$ cat src/hw/rtl/stp_pkg.sv
// Shared constants and types of the software timer pool.
package stp_pkg;

  // Command codes carried by the command field.
  localparam logic [2:0] CMD_TICK    = 3'd0;
  localparam logic [2:0] CMD_CREATE  = 3'd1;
  localparam logic [2:0] CMD_START   = 3'd2;
  localparam logic [2:0] CMD_SUSPEND = 3'd3;
  localparam logic [2:0] CMD_QUERY   = 3'd4;
  localparam logic [2:0] CMD_CHECK   = 3'd5;

  // Slot status codes.
  localparam logic [1:0] ST_FREE      = 2'd0;
  localparam logic [1:0] ST_SUSPENDED = 2'd1;
  localparam logic [1:0] ST_RUNNING   = 2'd2;
  localparam logic [1:0] ST_TIMEOUT   = 2'd3;

  localparam int unsigned NUM_SLOTS_DEF = 32;
  localparam int unsigned MAX_RESULTS   = 32;
  localparam int unsigned CNT_W         = $clog2(MAX_RESULTS + 1);
  localparam logic [7:0]  TPS_RESET     = 8'd10;

  typedef enum logic [1:0] {
    ALU_ADD_DUR,
    ALU_INC,
    ALU_CMP
  } stp_alu_op_e;

  typedef struct packed {
    logic [1:0]  status;
    logic        notify;
    logic [63:0] deadline;
  } stp_entry_t;

  typedef struct packed {
    logic [4:0] slot;
    logic       success;
    logic [1:0] status;
    logic       expiry;
    logic       second;
    logic       last;
  } stp_result_t;

endpackage

$ cat src/hw/rtl/stp_alu.sv
// Shared 64-bit adder used for deadline sums, the seconds increment and deadline compares.
module stp_alu (
  input  stp_pkg::stp_alu_op_e op_i,
  input  logic [63:0]          now_i,
  input  logic [31:0]          dur_i,
  input  logic [63:0]          deadline_i,
  output logic [63:0]          sum_o,
  output logic                 ge_o
);

  logic [63:0] b_op;
  logic        cin;
  logic [64:0] sum;

  always_comb begin
    unique case (op_i)
      stp_pkg::ALU_ADD_DUR: begin
        b_op = {32'b0, dur_i};
        cin  = 1'b0;
      end
      stp_pkg::ALU_INC: begin
        b_op = 64'b0;
        cin  = 1'b1;
      end
      default: begin
        // now - deadline: carry out set when now >= deadline.
        b_op = ~deadline_i;
        cin  = 1'b1;
      end
    endcase
  end

  assign sum   = {1'b0, now_i} + {1'b0, b_op} + {64'b0, cin};
  assign sum_o = sum[63:0];
  assign ge_o  = sum[64];

endmodule

$ cat src/hw/rtl/stp_slot_mem.sv
// Slot table memory: status, notify flag and deadline per slot, one write and one read port.
module stp_slot_mem #(
  parameter int unsigned NUM_SLOTS = stp_pkg::NUM_SLOTS_DEF,
  localparam int unsigned IdxW = (NUM_SLOTS > 1) ? $clog2(NUM_SLOTS) : 1
) (
  input  logic                clk_i,
  input  logic                we_i,
  input  logic [IdxW-1:0]     waddr_i,
  input  stp_pkg::stp_entry_t wdata_i,
  input  logic                re_i,
  input  logic [IdxW-1:0]     raddr_i,
  output stp_pkg::stp_entry_t rdata_o
);

  stp_pkg::stp_entry_t mem_q [NUM_SLOTS];
  stp_pkg::stp_entry_t rdata_q;

  always_ff @(posedge clk_i) begin
    if (we_i) begin
      mem_q[waddr_i] <= wdata_i;
    end
    if (re_i) begin
      rdata_q <= mem_q[raddr_i];
    end
  end

  assign rdata_o = rdata_q;

endmodule

$ cat src/hw/rtl/software_timer_pool_top.sv
// Top level of the software timer pool: sequencer, seconds base, slot valid bits, output register.
//
// The block keeps NUM_SLOTS one-shot timers that count whole seconds.
// Items enter on the input channel (in_valid_i / in_stall_o) and carry a
// command: tick, create, start, suspend, query or check. Results leave on the
// output channel (out_valid_o / out_stall_i) through a single output register.
// Every command gives one result; check gives one result per reported expiry
// (at most MAX_RESULTS) or one empty result, last_result marking the final one.
// One item at a time: the input stalls until the item's final result is loaded.
// With the output free, tick, unknown commands and refused start, suspend or
// query are answered from the execute state; a valid start, suspend or query
// first reads the memory, then writes back and answers. Create scans the
// slot valid bits one slot per cycle until it finds a free slot or reaches the last.
// Check streams the slot memory one slot per cycle through the shared 64-bit
// adder and the memory's single read port, pausing while a report waits for the output.
// A stalled receiver holds the output register; the sequencer then waits at
// its next result, so no result is lost or repeated.
// Reset clears the seconds counter, prescaler and the slot valid bits, so
// every slot reads as free at once; no clearing pass is needed. The
// configuration channel (cfg_valid_i / cfg_ready_o) writes ticks per second and is always ready;
// the user must write it only while the block is idle; the block itself does not enforce this.
module software_timer_pool_top #(
  parameter int unsigned NUM_SLOTS = stp_pkg::NUM_SLOTS_DEF
) (
  input  logic        clk_i,
  input  logic        rst_ni,
  // Configuration: ticks per second.
  input  logic        cfg_valid_i,
  output logic        cfg_ready_o,
  input  logic [7:0]  cfg_data_i,
  // Input items.
  input  logic        in_valid_i,
  output logic        in_stall_o,
  input  logic [2:0]  command_i,
  input  logic [4:0]  target_slot_i,
  input  logic [31:0] duration_i,
  input  logic        notify_on_expiry_i,
  // Result items.
  output logic        out_valid_o,
  input  logic        out_stall_i,
  output logic [4:0]  result_slot_o,
  output logic        success_o,
  output logic [1:0]  slot_status_o,
  output logic        expiry_report_o,
  output logic        second_event_o,
  output logic        last_result_o
);

  localparam int unsigned IdxW = (NUM_SLOTS > 1) ? $clog2(NUM_SLOTS) : 1;
  localparam logic [IdxW-1:0] LastIdx = IdxW'(NUM_SLOTS - 1);

  // Sequencer state codes.
  localparam logic [2:0] S_IDLE = 3'd0;
  localparam logic [2:0] S_EXEC = 3'd1;
  localparam logic [2:0] S_FIND = 3'd2;
  localparam logic [2:0] S_RMW  = 3'd3;
  localparam logic [2:0] S_CHK  = 3'd4;
  localparam logic [2:0] S_CEND = 3'd5;

  logic [2:0] state_q, state_d;

  // Latched item.
  logic [2:0]  cmd_q;
  logic [4:0]  tgt_q;
  logic [31:0] dur_q;
  logic        notify_q;

  // Timekeeping and slot bookkeeping.
  logic [7:0]           tps_q, tps_d;
  logic [7:0]           presc_q, presc_d;
  logic [63:0]          now_q, now_d;
  logic [NUM_SLOTS-1:0] valid_q, valid_d;
  logic [IdxW-1:0]      idx_q, idx_d;

  // Pending expiry report held back until it is known whether it is the last.
  logic                    pend_valid_q, pend_valid_d;
  logic [IdxW-1:0]         pend_slot_q, pend_slot_d;
  logic [stp_pkg::CNT_W-1:0] rep_cnt_q, rep_cnt_d;

  // Output register.
  logic                 out_valid_q, out_valid_d;
  stp_pkg::stp_result_t out_res_q, out_res_d;
  logic                 out_free;
  logic                 emit;
  stp_pkg::stp_result_t emit_res;

  // Memory and shared adder.
  logic                 mem_we, mem_re;
  logic [IdxW-1:0]      mem_waddr, mem_raddr;
  stp_pkg::stp_entry_t  mem_wdata, rd_entry;
  stp_pkg::stp_alu_op_e alu_op;
  logic [63:0]          alu_sum;
  logic                 alu_ge;

  logic            in_acc;
  logic [IdxW+4:0] tgt_wide, idx_wide, pend_wide;
  logic [IdxW-1:0] tgt_idx;
  logic            tgt_ok;
  logic [8:0]      presc_inc;
  logic            tick_sec;
  logic            chk_hit, chk_report, chk_block;

  stp_slot_mem #(
    .NUM_SLOTS(NUM_SLOTS)
  ) u_slot_mem (
    .clk_i  (clk_i),
    .we_i   (mem_we),
    .waddr_i(mem_waddr),
    .wdata_i(mem_wdata),
    .re_i   (mem_re),
    .raddr_i(mem_raddr),
    .rdata_o(rd_entry)
  );

  stp_alu u_alu (
    .op_i      (alu_op),
    .now_i     (now_q),
    .dur_i     (dur_q),
    .deadline_i(rd_entry.deadline),
    .sum_o     (alu_sum),
    .ge_o      (alu_ge)
  );

  assign cfg_ready_o = 1'b1;
  assign in_stall_o  = (state_q != S_IDLE);
  assign in_acc      = in_valid_i && !in_stall_o;
  assign out_free    = !out_valid_q || !out_stall_i;

  // A target beyond the pool behaves like a free slot.
  assign tgt_wide  = (IdxW + 5)'(tgt_q);
  assign tgt_idx   = tgt_wide[IdxW-1:0];
  assign tgt_ok    = (tgt_wide < (IdxW + 5)'(NUM_SLOTS)) && valid_q[tgt_idx];
  assign idx_wide  = (IdxW + 5)'(idx_q);
  assign pend_wide = (IdxW + 5)'(pend_slot_q);

  // A tick completes a second when the prescaler plus one reaches the ticks-per-second limit.
  assign presc_inc = {1'b0, presc_q} + 9'd1;
  assign tick_sec  = presc_inc >= {1'b0, tps_q};

  // Check: the running slot under the read pointer has reached its deadline.
  assign chk_hit    = valid_q[idx_q] && (rd_entry.status == stp_pkg::ST_RUNNING) && alu_ge;
  assign chk_report = chk_hit && rd_entry.notify &&
                      (rep_cnt_q < stp_pkg::CNT_W'(stp_pkg::MAX_RESULTS));
  assign chk_block  = chk_report && pend_valid_q && !out_free;

  always_comb begin
    tps_d = tps_q;
    if (cfg_valid_i && cfg_ready_o) begin
      tps_d = cfg_data_i;
    end
  end

  always_comb begin
    state_d      = state_q;
    presc_d      = presc_q;
    now_d        = now_q;
    valid_d      = valid_q;
    idx_d        = idx_q;
    pend_valid_d = pend_valid_q;
    pend_slot_d  = pend_slot_q;
    rep_cnt_d    = rep_cnt_q;
    mem_we       = 1'b0;
    mem_waddr    = idx_q;
    mem_wdata    = rd_entry;
    mem_re       = 1'b0;
    mem_raddr    = idx_q;
    alu_op       = stp_pkg::ALU_CMP;
    emit         = 1'b0;
    emit_res     = '0;

    unique case (state_q)
      S_IDLE: begin
        if (in_acc) begin
          state_d = S_EXEC;
        end
      end

      S_EXEC: begin
        unique case (cmd_q)
          stp_pkg::CMD_TICK: begin
            alu_op = stp_pkg::ALU_INC;
            if (out_free) begin
              presc_d = tick_sec ? 8'd0 : presc_inc[7:0];
              if (tick_sec) begin
                now_d = alu_sum;
              end
              emit            = 1'b1;
              emit_res.success = 1'b1;
              emit_res.second  = tick_sec;
              emit_res.last    = 1'b1;
              state_d          = S_IDLE;
            end
          end
          stp_pkg::CMD_CREATE: begin
            idx_d   = '0;
            state_d = S_FIND;
          end
          stp_pkg::CMD_START, stp_pkg::CMD_SUSPEND, stp_pkg::CMD_QUERY: begin
            if (tgt_ok) begin
              mem_re    = 1'b1;
              mem_raddr = tgt_idx;
              state_d   = S_RMW;
            end else if (out_free) begin
              emit          = 1'b1;
              emit_res.slot = tgt_q;
              emit_res.last = 1'b1;
              state_d       = S_IDLE;
            end
          end
          stp_pkg::CMD_CHECK: begin
            mem_re       = 1'b1;
            mem_raddr    = '0;
            idx_d        = '0;
            pend_valid_d = 1'b0;
            rep_cnt_d    = '0;
            state_d      = S_CHK;
          end
          default: begin
            if (out_free) begin
              emit          = 1'b1;
              emit_res.last = 1'b1;
              state_d       = S_IDLE;
            end
          end
        endcase
      end

      S_FIND: begin
        alu_op = stp_pkg::ALU_ADD_DUR;
        if (!valid_q[idx_q]) begin
          if (out_free) begin
            mem_we             = 1'b1;
            mem_waddr          = idx_q;
            mem_wdata.status   = stp_pkg::ST_SUSPENDED;
            mem_wdata.notify   = notify_q;
            mem_wdata.deadline = alu_sum;
            valid_d[idx_q]     = 1'b1;
            emit               = 1'b1;
            emit_res.slot      = idx_wide[4:0];
            emit_res.success   = 1'b1;
            emit_res.status    = stp_pkg::ST_SUSPENDED;
            emit_res.last      = 1'b1;
            state_d            = S_IDLE;
          end
        end else if (idx_q == LastIdx) begin
          // Pool full.
          if (out_free) begin
            emit          = 1'b1;
            emit_res.last = 1'b1;
            state_d       = S_IDLE;
          end
        end else begin
          idx_d = idx_q + 1'b1;
        end
      end

      S_RMW: begin
        alu_op = stp_pkg::ALU_ADD_DUR;
        if (out_free) begin
          mem_waddr        = tgt_idx;
          emit             = 1'b1;
          emit_res.slot    = tgt_q;
          emit_res.success = 1'b1;
          emit_res.last    = 1'b1;
          unique case (cmd_q)
            stp_pkg::CMD_START: begin
              mem_we             = 1'b1;
              mem_wdata.status   = stp_pkg::ST_RUNNING;
              mem_wdata.deadline = alu_sum;
              emit_res.status    = stp_pkg::ST_RUNNING;
            end
            stp_pkg::CMD_SUSPEND: begin
              mem_we           = 1'b1;
              mem_wdata.status = stp_pkg::ST_SUSPENDED;
              emit_res.status  = stp_pkg::ST_SUSPENDED;
            end
            default: begin
              emit_res.status = rd_entry.status;
            end
          endcase
          state_d = S_IDLE;
        end
      end

      S_CHK: begin
        alu_op = stp_pkg::ALU_CMP;
        if (!chk_block) begin
          if (chk_hit) begin
            mem_we           = 1'b1;
            mem_waddr        = idx_q;
            mem_wdata.status = stp_pkg::ST_TIMEOUT;
          end
          if (chk_report) begin
            if (pend_valid_q) begin
              emit             = 1'b1;
              emit_res.slot    = pend_wide[4:0];
              emit_res.success = 1'b1;
              emit_res.status  = stp_pkg::ST_TIMEOUT;
              emit_res.expiry  = 1'b1;
            end
            pend_valid_d = 1'b1;
            pend_slot_d  = idx_q;
            rep_cnt_d    = rep_cnt_q + 1'b1;
          end
          if (idx_q == LastIdx) begin
            state_d = S_CEND;
          end else begin
            mem_re    = 1'b1;
            mem_raddr = idx_q + 1'b1;
            idx_d     = idx_q + 1'b1;
          end
        end
      end

      S_CEND: begin
        if (out_free) begin
          emit             = 1'b1;
          emit_res.success = 1'b1;
          emit_res.last    = 1'b1;
          if (pend_valid_q) begin
            emit_res.slot   = pend_wide[4:0];
            emit_res.status = stp_pkg::ST_TIMEOUT;
            emit_res.expiry = 1'b1;
          end
          pend_valid_d = 1'b0;
          state_d      = S_IDLE;
        end
      end

      default: begin
        state_d = S_IDLE;
      end
    endcase
  end

  // The output register loads only when it is empty or being emptied.
  always_comb begin
    out_valid_d = out_valid_q && out_stall_i;
    out_res_d   = out_res_q;
    if (emit) begin
      out_valid_d = 1'b1;
      out_res_d   = emit_res;
    end
  end

  always_ff @(posedge clk_i or negedge rst_ni) begin
    if (!rst_ni) begin
      state_q      <= S_IDLE;
      tps_q        <= stp_pkg::TPS_RESET;
      presc_q      <= 8'd0;
      now_q        <= 64'd0;
      valid_q      <= '0;
      idx_q        <= '0;
      pend_valid_q <= 1'b0;
      rep_cnt_q    <= '0;
      out_valid_q  <= 1'b0;
    end else begin
      state_q      <= state_d;
      tps_q        <= tps_d;
      presc_q      <= presc_d;
      now_q        <= now_d;
      valid_q      <= valid_d;
      idx_q        <= idx_d;
      pend_valid_q <= pend_valid_d;
      rep_cnt_q    <= rep_cnt_d;
      out_valid_q  <= out_valid_d;
    end
  end

  // Payload registers.
  always_ff @(posedge clk_i) begin
    if (in_acc) begin
      cmd_q    <= command_i;
      tgt_q    <= target_slot_i;
      dur_q    <= duration_i;
      notify_q <= notify_on_expiry_i;
    end
    pend_slot_q <= pend_slot_d;
    out_res_q   <= out_res_d;
  end

  assign out_valid_o     = out_valid_q;
  assign result_slot_o   = out_res_q.slot;
  assign success_o       = out_res_q.success;
  assign slot_status_o   = out_res_q.status;
  assign expiry_report_o = out_res_q.expiry;
  assign second_event_o  = out_res_q.second;
  assign last_result_o   = out_res_q.last;

  // Once allocated, a slot never returns to free.
  a_valid_sticky: assert property (@(posedge clk_i) disable iff (!rst_ni)
    1'b1 |=> ((valid_q & $past(valid_q)) == $past(valid_q)))
    else $error("slot valid bit dropped");

  // The memory is written only at slots inside the pool.
  a_write_in_pool: assert property (@(posedge clk_i) disable iff (!rst_ni)
    mem_we |-> ((IdxW + 1)'(mem_waddr) < (IdxW + 1)'(NUM_SLOTS)))
    else $error("slot memory write beyond pool");

  // A held-back report is always counted.
  a_pend_counted: assert property (@(posedge clk_i) disable iff (!rst_ni)
    pend_valid_q |-> (rep_cnt_q != '0))
    else $error("pending report without count");

  // The number of reports of one check never exceeds the cap.
  a_rep_cap: assert property (@(posedge clk_i) disable iff (!rst_ni)
    rep_cnt_q <= stp_pkg::CNT_W'(stp_pkg::MAX_RESULTS))
    else $error("expiry report count beyond cap");

  // No report is left pending when a new item can be taken.
  a_idle_clean: assert property (@(posedge clk_i) disable iff (!rst_ni)
    !in_stall_o |-> !pend_valid_q)
    else $error("pending report while idle");

endmodule
$ cat config.mk
export PLATFORM = sky130hd
export DESIGN_NAME = software_timer_pool_top
export DESIGN_NICKNAME = d
export VERILOG_FILES = /design/src/hw/rtl/stp_pkg.sv /design/src/hw/rtl/stp_alu.sv /design/src/hw/rtl/stp_slot_mem.sv /design/src/hw/rtl/software_timer_pool_top.sv
export SDC_FILE = /design/constraint.sdc
export NUM_CORES = 2
export LEC_CHECK = 0
export BUFFER_PORTS_ARGS = -buffer_cell sky130_fd_sc_hd__buf_2
export CORE_ASPECT_RATIO = 1.75
export CORE_MARGIN = 3
export CORE_UTILIZATION = 43
export CTS_BUF_LIST = sky130_fd_sc_hd__clkbuf_2
export DETAILED_ROUTE_END_ITERATION = 12
export GPL_TIMING_DRIVEN = 0
export SLEW_MARGIN = 30
export SYNTH_ARGS = -nofsm -noshare
export SYNTH_HDL_FRONTEND = slang
export SYNTH_SLANG_ARGS = --single-unit
export TNS_END_PERCENT = 50
$ cat constraint.sdc
create_clock -name clk_i -period 12.3 [get_ports clk_i]
set_input_delay 3.075 -clock clk_i [delete_from_list [all_inputs] [get_ports clk_i]]
set_output_delay 3.075 -clock clk_i [all_outputs]
set_load 0.02 [all_outputs]
## After elaboration in Yosys (flattened, before gate mapping)

Memory sizes are Yosys's and may differ from the RTL's. A register that Yosys moved wholly into a read port is not among the register bits.
Cells that the tools add are included.

| word-level totals | value |
|---|---|
| flip-flop bits (word level) | 185 |
| memory bits (writable) | 2144 |
| bits of input ports | 54 |
| word-level logic and storage cells | 185 |
| memories | 1 |

| cells by class | value |
|---|---|
| $add $sub $neg | 5 |
| magnitude comparators | 6 |
| equal/unequal tests | 22 |
| multiplexer cells | 92 |
| bitwise operators | 4 |
| reductions and logical operators | 35 |

Memories:

| memory | depth | width | rd ports | clocked after Yosys merged registers in | write ports | RTL line | RTL |
|---|---|---|---|---|---|---|---|
| u_slot_mem.mem_q | 32 | 67 | 1 | 1 | 1 | stp_slot_mem.sv:15 | `stp_pkg::stp_entry_t mem_q [NUM_SLOTS];` |

Operators by type and width:

| operator | count |
|---|---|
| 64-bit one-hot mux with 2 select lines | 2 |
| 67-bit two-way mux | 2 |
| 64-bit two-way mux | 2 |
| 64-bit by 64-bit adder with 65-bit output | 1 |
| 65-bit by 1-bit adder with 65-bit output | 1 |
| 64-bit NOT | 1 |
| 5-bit two-way mux | 11 |
| 9-bit two-way mux | 4 |
| 8-bit two-way mux | 4 |
| 32-bit OR | 1 |
| 6-bit one-hot mux with 5 select lines | 1 |
| 1-bit two-way mux | 29 |
| 3-bit two-way mux | 8 |
| 5-bit one-hot mux with 2 select lines | 2 |
| 5-bit by 6-bit < comparator with 1-bit output (second input constant) | 3 |
| 6-bit two-way mux | 3 |
| 3-bit one-hot mux with 5 select lines | 1 |
| 5-bit one-hot mux with 3 select lines | 1 |
| 2-bit inequality test (second input constant) | 7 |
| 3-bit by 2-bit equality test with 1-bit output (second input constant) | 4 |
| 3-bit equality test (second input constant) | 4 |
| 1-bit one-hot mux with 3 select lines | 4 |
| 6-bit one-hot mux with 2 select lines | 1 |
| 3-bit AND reduction | 4 |
| other kinds (33) | 63 |

## Depth between registers and ports, before layout

| logic depth | value |
|---|---|
| word-level depth | 16 |
| gate-level depth with buffers | 27 |

## Cells and area by module

A second synthesis with hierarchy kept.

| second synthesis, totals | value |
|---|---|
| cells, all modules | 5638 |
| area, all modules | 98583.3 sq um |

Modules (own cells, without submodules):

| module | instances | cells each | area an instance (sq um) |
|---|---|---|---|
| stp_slot_mem | 1 | 3944 | 83617.7 |
| software_timer_pool_top | 1 | 1033 | 10726.5 |
| stp_alu | 1 | 661 | 4239.1 |

## Worst setup path after synthesis

Ideal clock, no wire load.

| timing path | value |
|---|---|
| path type | input to register |
| start | input port out_stall_i |
| end | register u_slot_mem.rdata_o[0] (netlist name) |
| data arrival time | 8.468 ns |
| data required time | 11.715 ns |
| setup slack | 3.247 ns |
| stages on the path | 6 |
| path buffers | 2 |
| cells stage by stage | and2_1 -> clkbuf_1 -> nand2_1 -> a21oi_2 -> buf_2 -> o21ai_0 |

| on the way | value |
|---|---|
| longest elaborated chain between the ends | 6 |
| elaborated cells on any way between the ends | 8 |

Ends and longest elaborated chain:

| what | RTL line | RTL |
|---|---|---|
| from (decl) | software_timer_pool_top.sv:40 | `input logic out_stall_i,` |
| 1-bit zero test | software_timer_pool_top.sv:127 | `assign out_free = !out_valid_q \|\| !out_stall_i;` |
| 1-bit logical OR | software_timer_pool_top.sv:127 |  |
| 1-bit zero test | software_timer_pool_top.sv:144 | `assign chk_block = chk_report && pend_valid_q && !out_free;` |
| 1-bit logical AND | software_timer_pool_top.sv:144 |  |
| 1-bit two-way mux | software_timer_pool_top.sv:287 | `if (!chk_block) begin` |
| 1-bit one-hot mux with 2 select lines | software_timer_pool_top.sv:171 | `unique case (state_q)` |
| net mem_re | software_timer_pool_top.sv:88 | `logic mem_we, mem_re;` |

The timed path passes the listed nets, and every way through them passes these cells.
A chain may end at the register's enable or synchronous reset.

## Worst setup path in the final report

| timing path | value |
|---|---|
| start | register state_q[1] |
| end | register u_slot_mem.rdata_o[63] (netlist name) |

| on the way | value |
|---|---|
| longest elaborated chain between the ends | 14 |
| elaborated cells on any way between the ends | 21 |

Ends and longest elaborated chain:

| what | RTL line | RTL |
|---|---|---|
| from (decl) | software_timer_pool_top.sv:60 | `logic [2:0] state_q, state_d;` |
| from (signal assigned) | software_timer_pool_top.sv:358 | `state_q <= state_d;` |
| 3-bit by 2-bit equality test with 1-bit output | software_timer_pool_top.sv:171 |  |
| 2-bit OR reduction (no source line) | -- |  |
| 2-bit one-hot mux with 2 select lines | software_timer_pool_top.sv:171 |  |
| 2-bit by 1-bit equality test with 1-bit output / 2-bit zero test (equally long branches) | stp_alu.sv:16 | `unique case (op_i)` |
| 64-bit one-hot mux with 2 select lines | stp_alu.sv:16 |  |
| 64-bit by 64-bit adder with 65-bit output | stp_alu.sv:33 | `assign sum = {1'b0, now_i} + {1'b0, b_op} + {64'b0, cin};` |
| 65-bit by 1-bit adder with 65-bit output | stp_alu.sv:33 |  |
| 1-bit logical AND | software_timer_pool_top.sv:141 | `assign chk_hit = valid_q[idx_q] && (rd_entry.status == stp_pkg::ST_RUNNING) && alu_ge;` |
| 1-bit logical AND (2 in a row) | software_timer_pool_top.sv:142 | `assign chk_report = chk_hit && rd_entry.notify &&` |
| 1-bit logical AND (2 in a row) | software_timer_pool_top.sv:144 |  |
| 5-bit two-way mux / 1-bit two-way mux (equally long branches) | -- |  |
| 5-bit one-hot mux with 2 select lines / 1-bit one-hot mux with 2 select lines (equally long branches) | software_timer_pool_top.sv:171 |  |

Parallel ways exist; a longest one is shown, timed or not.

==> results.toml <==
[global_route]
globalRouteOverflowTotal = 0
antenna_found_initial = 32
grtUsageTotal_pct = 31.7
grt_pass1_vias = 68300
grt_max_degree = 67
grt_pass1_wl_mm = 518

[clocking]
cts_num_sinks = 2396
cts_tree = "yes"
cts-root-buf = "clkbuf_2"
clk_pin_slew_ps = 130
cts_resized = 0
clock_path_buffers = 4
ctsHoldBuffers = 0
cts_setup_buffers = 0
cts-buffers-inserted = 545
clock_latency_ps = 1720
htreeDepth = 6

[worst_setup_path]
cp_slowest_stage_delay_ps = 860
r2r-start = "state_q[1]"
cp.arrival_ps = 11800
r2r-end = "u_slot_mem.rdata_o[63]"
endpoint_kind = "flop"
path_cells = "clkbuf_1, nor3_1, clkbuf_1, nand2_1, nand2_1, clkbuf_1, o21ai_0, fa_1, a211oi_1, nor3_1, o21ai_0, a21oi_1, o21ai_0, a21bo_2, a21oi_2, buf_2, a21boi_0, nand3_2, nor3_2, buf_2, buf_4, nand3_1, nand4_1, a211oi_2"
path_max_fanout = 11
crit_required_ps = 13500
r2r_slack_ps = 1700
start_kind = "flop"
cpMaxStageDelayCell = "nor3_2"
reg2reg_depth = 24
worstSetupPathType = "reg2reg"

[outcome]
status = "finished, final reports clean"

[logic_synthesis]
synthCells = 7276
netlist_area_um2 = 98100
yosysTopAreaCell = "edfxtp_1"
yosysTopAreaCellShare_pct = 69.4
yosys-top-cells-area = "edfxtp_1 69%, nand2_1 6.9%, dfrtp_1 3.2%"
synth_edf_count = 2268
ys_seq_elements = 2396
yosysMostFrequentCell = "edfxtp_1"
yosysWarnings = 0
synth_top_flop_cell = "edfxtp_1"
synth_area_per_cell_um2 = 13.5
synth.net_count = 7409
ys_seq_area_share_pct = 72.7
netlist_top_cells_count = "2268 x edfxtp_1, 1798 x nand2_1, 572 x nand3_1"
synthArstFlopShare_pct = 5.34
ys_types = 92

[floorplan]
ios = 68
fp.dieW_um = 367
start_util_pct = 43.3
core_area_um2 = 227000
rows = 231
die_h_um = 638
die_area_um2 = 234000

[sta]
setup_violations = 0
maxSlewHeadroom_pct = 28.1
finalMaxSlewViolations = 0
finClkSkew_ps = 211
fin_tns_setup_ps = 0
rsz0062_at_grt = "false"
finalCritPeriodShare_pct = 86.2
tightest_slew_ps = 1070
finalHoldViolations = 0
fmax_ghz = 0.0944
min_period_ps = 10600
hold_ws_ps = 462

[pwr]
switching_share_pct = 47.4
ir_worst_vdd_mv = 0.189
clkPwrFrac_pct = 17.5
seq_power_share_pct = 35.5
intPower_w = 0.0158
p_switching_w = 0.0143
p_leak_nw = 41.1
combPwrFrac_pct = 47.0
p_total_w = 0.0301
cellPowerDensity_nw_per_um2 = 267

[route]
routedWlPerCell_um = 32.9
drc = 0
routed_wirelength_mm = 379
vias_per_cell = 5.97
postRouteAntennaNets = 0
dr.pass1.iters = 6
drt_iter0_drc = 8657
vias = 68900

[min_path]
worstHoldEndpoint = "pend_slot_q[2]"
worstHoldStart = "idx_q[2]"
hold-path-cell-count = 0
hp-class = "reg2reg"

[place]
dp_cells = 10600
io_buffers = 66
hpwl_mm = 276
gp_congestion = 0.996

[finish]
syn_to_final_growth_pct = 15.0
drive_gt1_share_pct = 17.8
layout.nets = 8211
final_core_util_pct = 49.8
layoutNonFillerInstCount = 11500

[run]
maxCapViolCount = 0
worst max-delay path by stage:
stage / startpoint / end / slack, ps / depth (start not counted)
after CTS: state_q[1] / u_slot_mem.rdata_o[8] / 2190 / 23
after global placement: state_q[1] / u_slot_mem.rdata_o[52] / -4900 / 17
after detailed placement: state_q[1] / u_slot_mem.rdata_o[65] / 2360 / 23
after global routing: state_q[1] / u_slot_mem.rdata_o[63] / 1750 / 24
after floorplan: out_stall_i / u_slot_mem.rdata_o[0] / 3250 / 6
final: state_q[1] / u_slot_mem.rdata_o[63] / 1700 / 24
metrics by stage:
step | setup WS (ps) | area (µm²)
after global placement | -4900 | 102000
after global routing | 1750 | 113000
final | 1700 | 113000
after detailed placement | 2360 | 108000
after floorplan | 3250 | 98100
after CTS | 2190 | 113000
flip-flops by register name, summed over array words and instances (netlist names), 6 cells and up:
register	count
dur_q	32
now_q	64
presc_q	8
rep_cnt_q	6
tps_q	8
u_slot_mem.mem_q	2144
u_slot_mem.rdata_o	67
valid_q	32
area by class of cell:
class,instances,area [µm²]
diodes,19,47.5
fillers,19800,114000
plain buffers,422,1970
inverters,38,143
multi-input cells,4420,25300
repair buffers,255,5190
clock inverters,172,1180
clock buffers,778,3890
flip-flops and latches,2396,71300
well taps,3029,3790
worst max-delay path: cells and delay by family, from the launching register on:
kind / cells / cell delay [ps]
AO/OA/AOI/OAI: 9 / 3080
AND/OR/NAND/NOR: 8 / 3680
adder cells (fa/ha/maj): 1 / 480
buffers and inverters: 6 / 2470
flip-flops: 1 / 380
layout by cell type (no fill, tap or decap), types with 19 or more instances in the layout:
cell      Yosys  layout
diode_2       0      19
dfrtp_1     126     126
xnor2_1      41      41
xor2_1       27      27
buf_2       172     240
o21bai_1     23      23
mux2_2       61      55
clkinv_1      0     106
inv_1        37      37
a31oi_1     181     173
clkinv_2      0      23
edfxtp_1   2268    2268
buf_1        35      31
nand4_1     177     177
buf_4        24      26
nor3_1       66      66
nand2_1    1798    1798
nor2_1      155     123
buf_16        0     156
nor2_4        1      33
a211oi_1     22      19
a22oi_1     119     119
ha_1         77      77
mux2i_1     269     269
clkbuf_2      0     801
nand3_1     572     572
clkbuf_1    184     162
and3_1      171     170
o21ai_0     145     134
o221ai_1     42      42
a21o_1      100     100
nand2b_1     22      22
a21oi_1     118     117
routing by layer:
layer / vias up / share of wire [%] / global-route usage [%]
met5: - / 0.0090 / 0
met4: 6 / 10 / 26.9
met3: 1265 / 7.8 / 5.70
met2: 4135 / 50 / 55.4
met1: 34300 / 32 / 33.0
li1: 29100 / - / -
power by group through the flow:
| stage | Sequential [W] | Clock (W) | Combinational, W |
|---|---|---|---|
| after global placement | 0.0110 | 0 | 0.0131 |
| after global routing | 0.0107 | 0.00572 | 0.0146 |
| after detailed placement | 0.0109 | 0 | 0.0137 |
| after CTS | 0.0107 | 0.00535 | 0.0137 |
| final | 0.0107 | 0.00528 | 0.0142 |
| after floorplan | 0.0106 | 0 | 0.00711 |
cells by family after synthesis:
kind of cell | after synthesis | share of synthesized area (%)
AO/OA/AOI/OAI | 882 | 6.08
XOR/XNOR | 68 | 0.607
adder cells (fa/ha/maj) | 79 | 1.02
buffers and inverters | 460 | 2.12
flip-flops | 2396 | 72.7
multiplexers | 345 | 3.79
other | 1 | 0.00382
AND/OR/NAND/NOR | 3045 | 13.7
(Power assumes the default switching activity.)
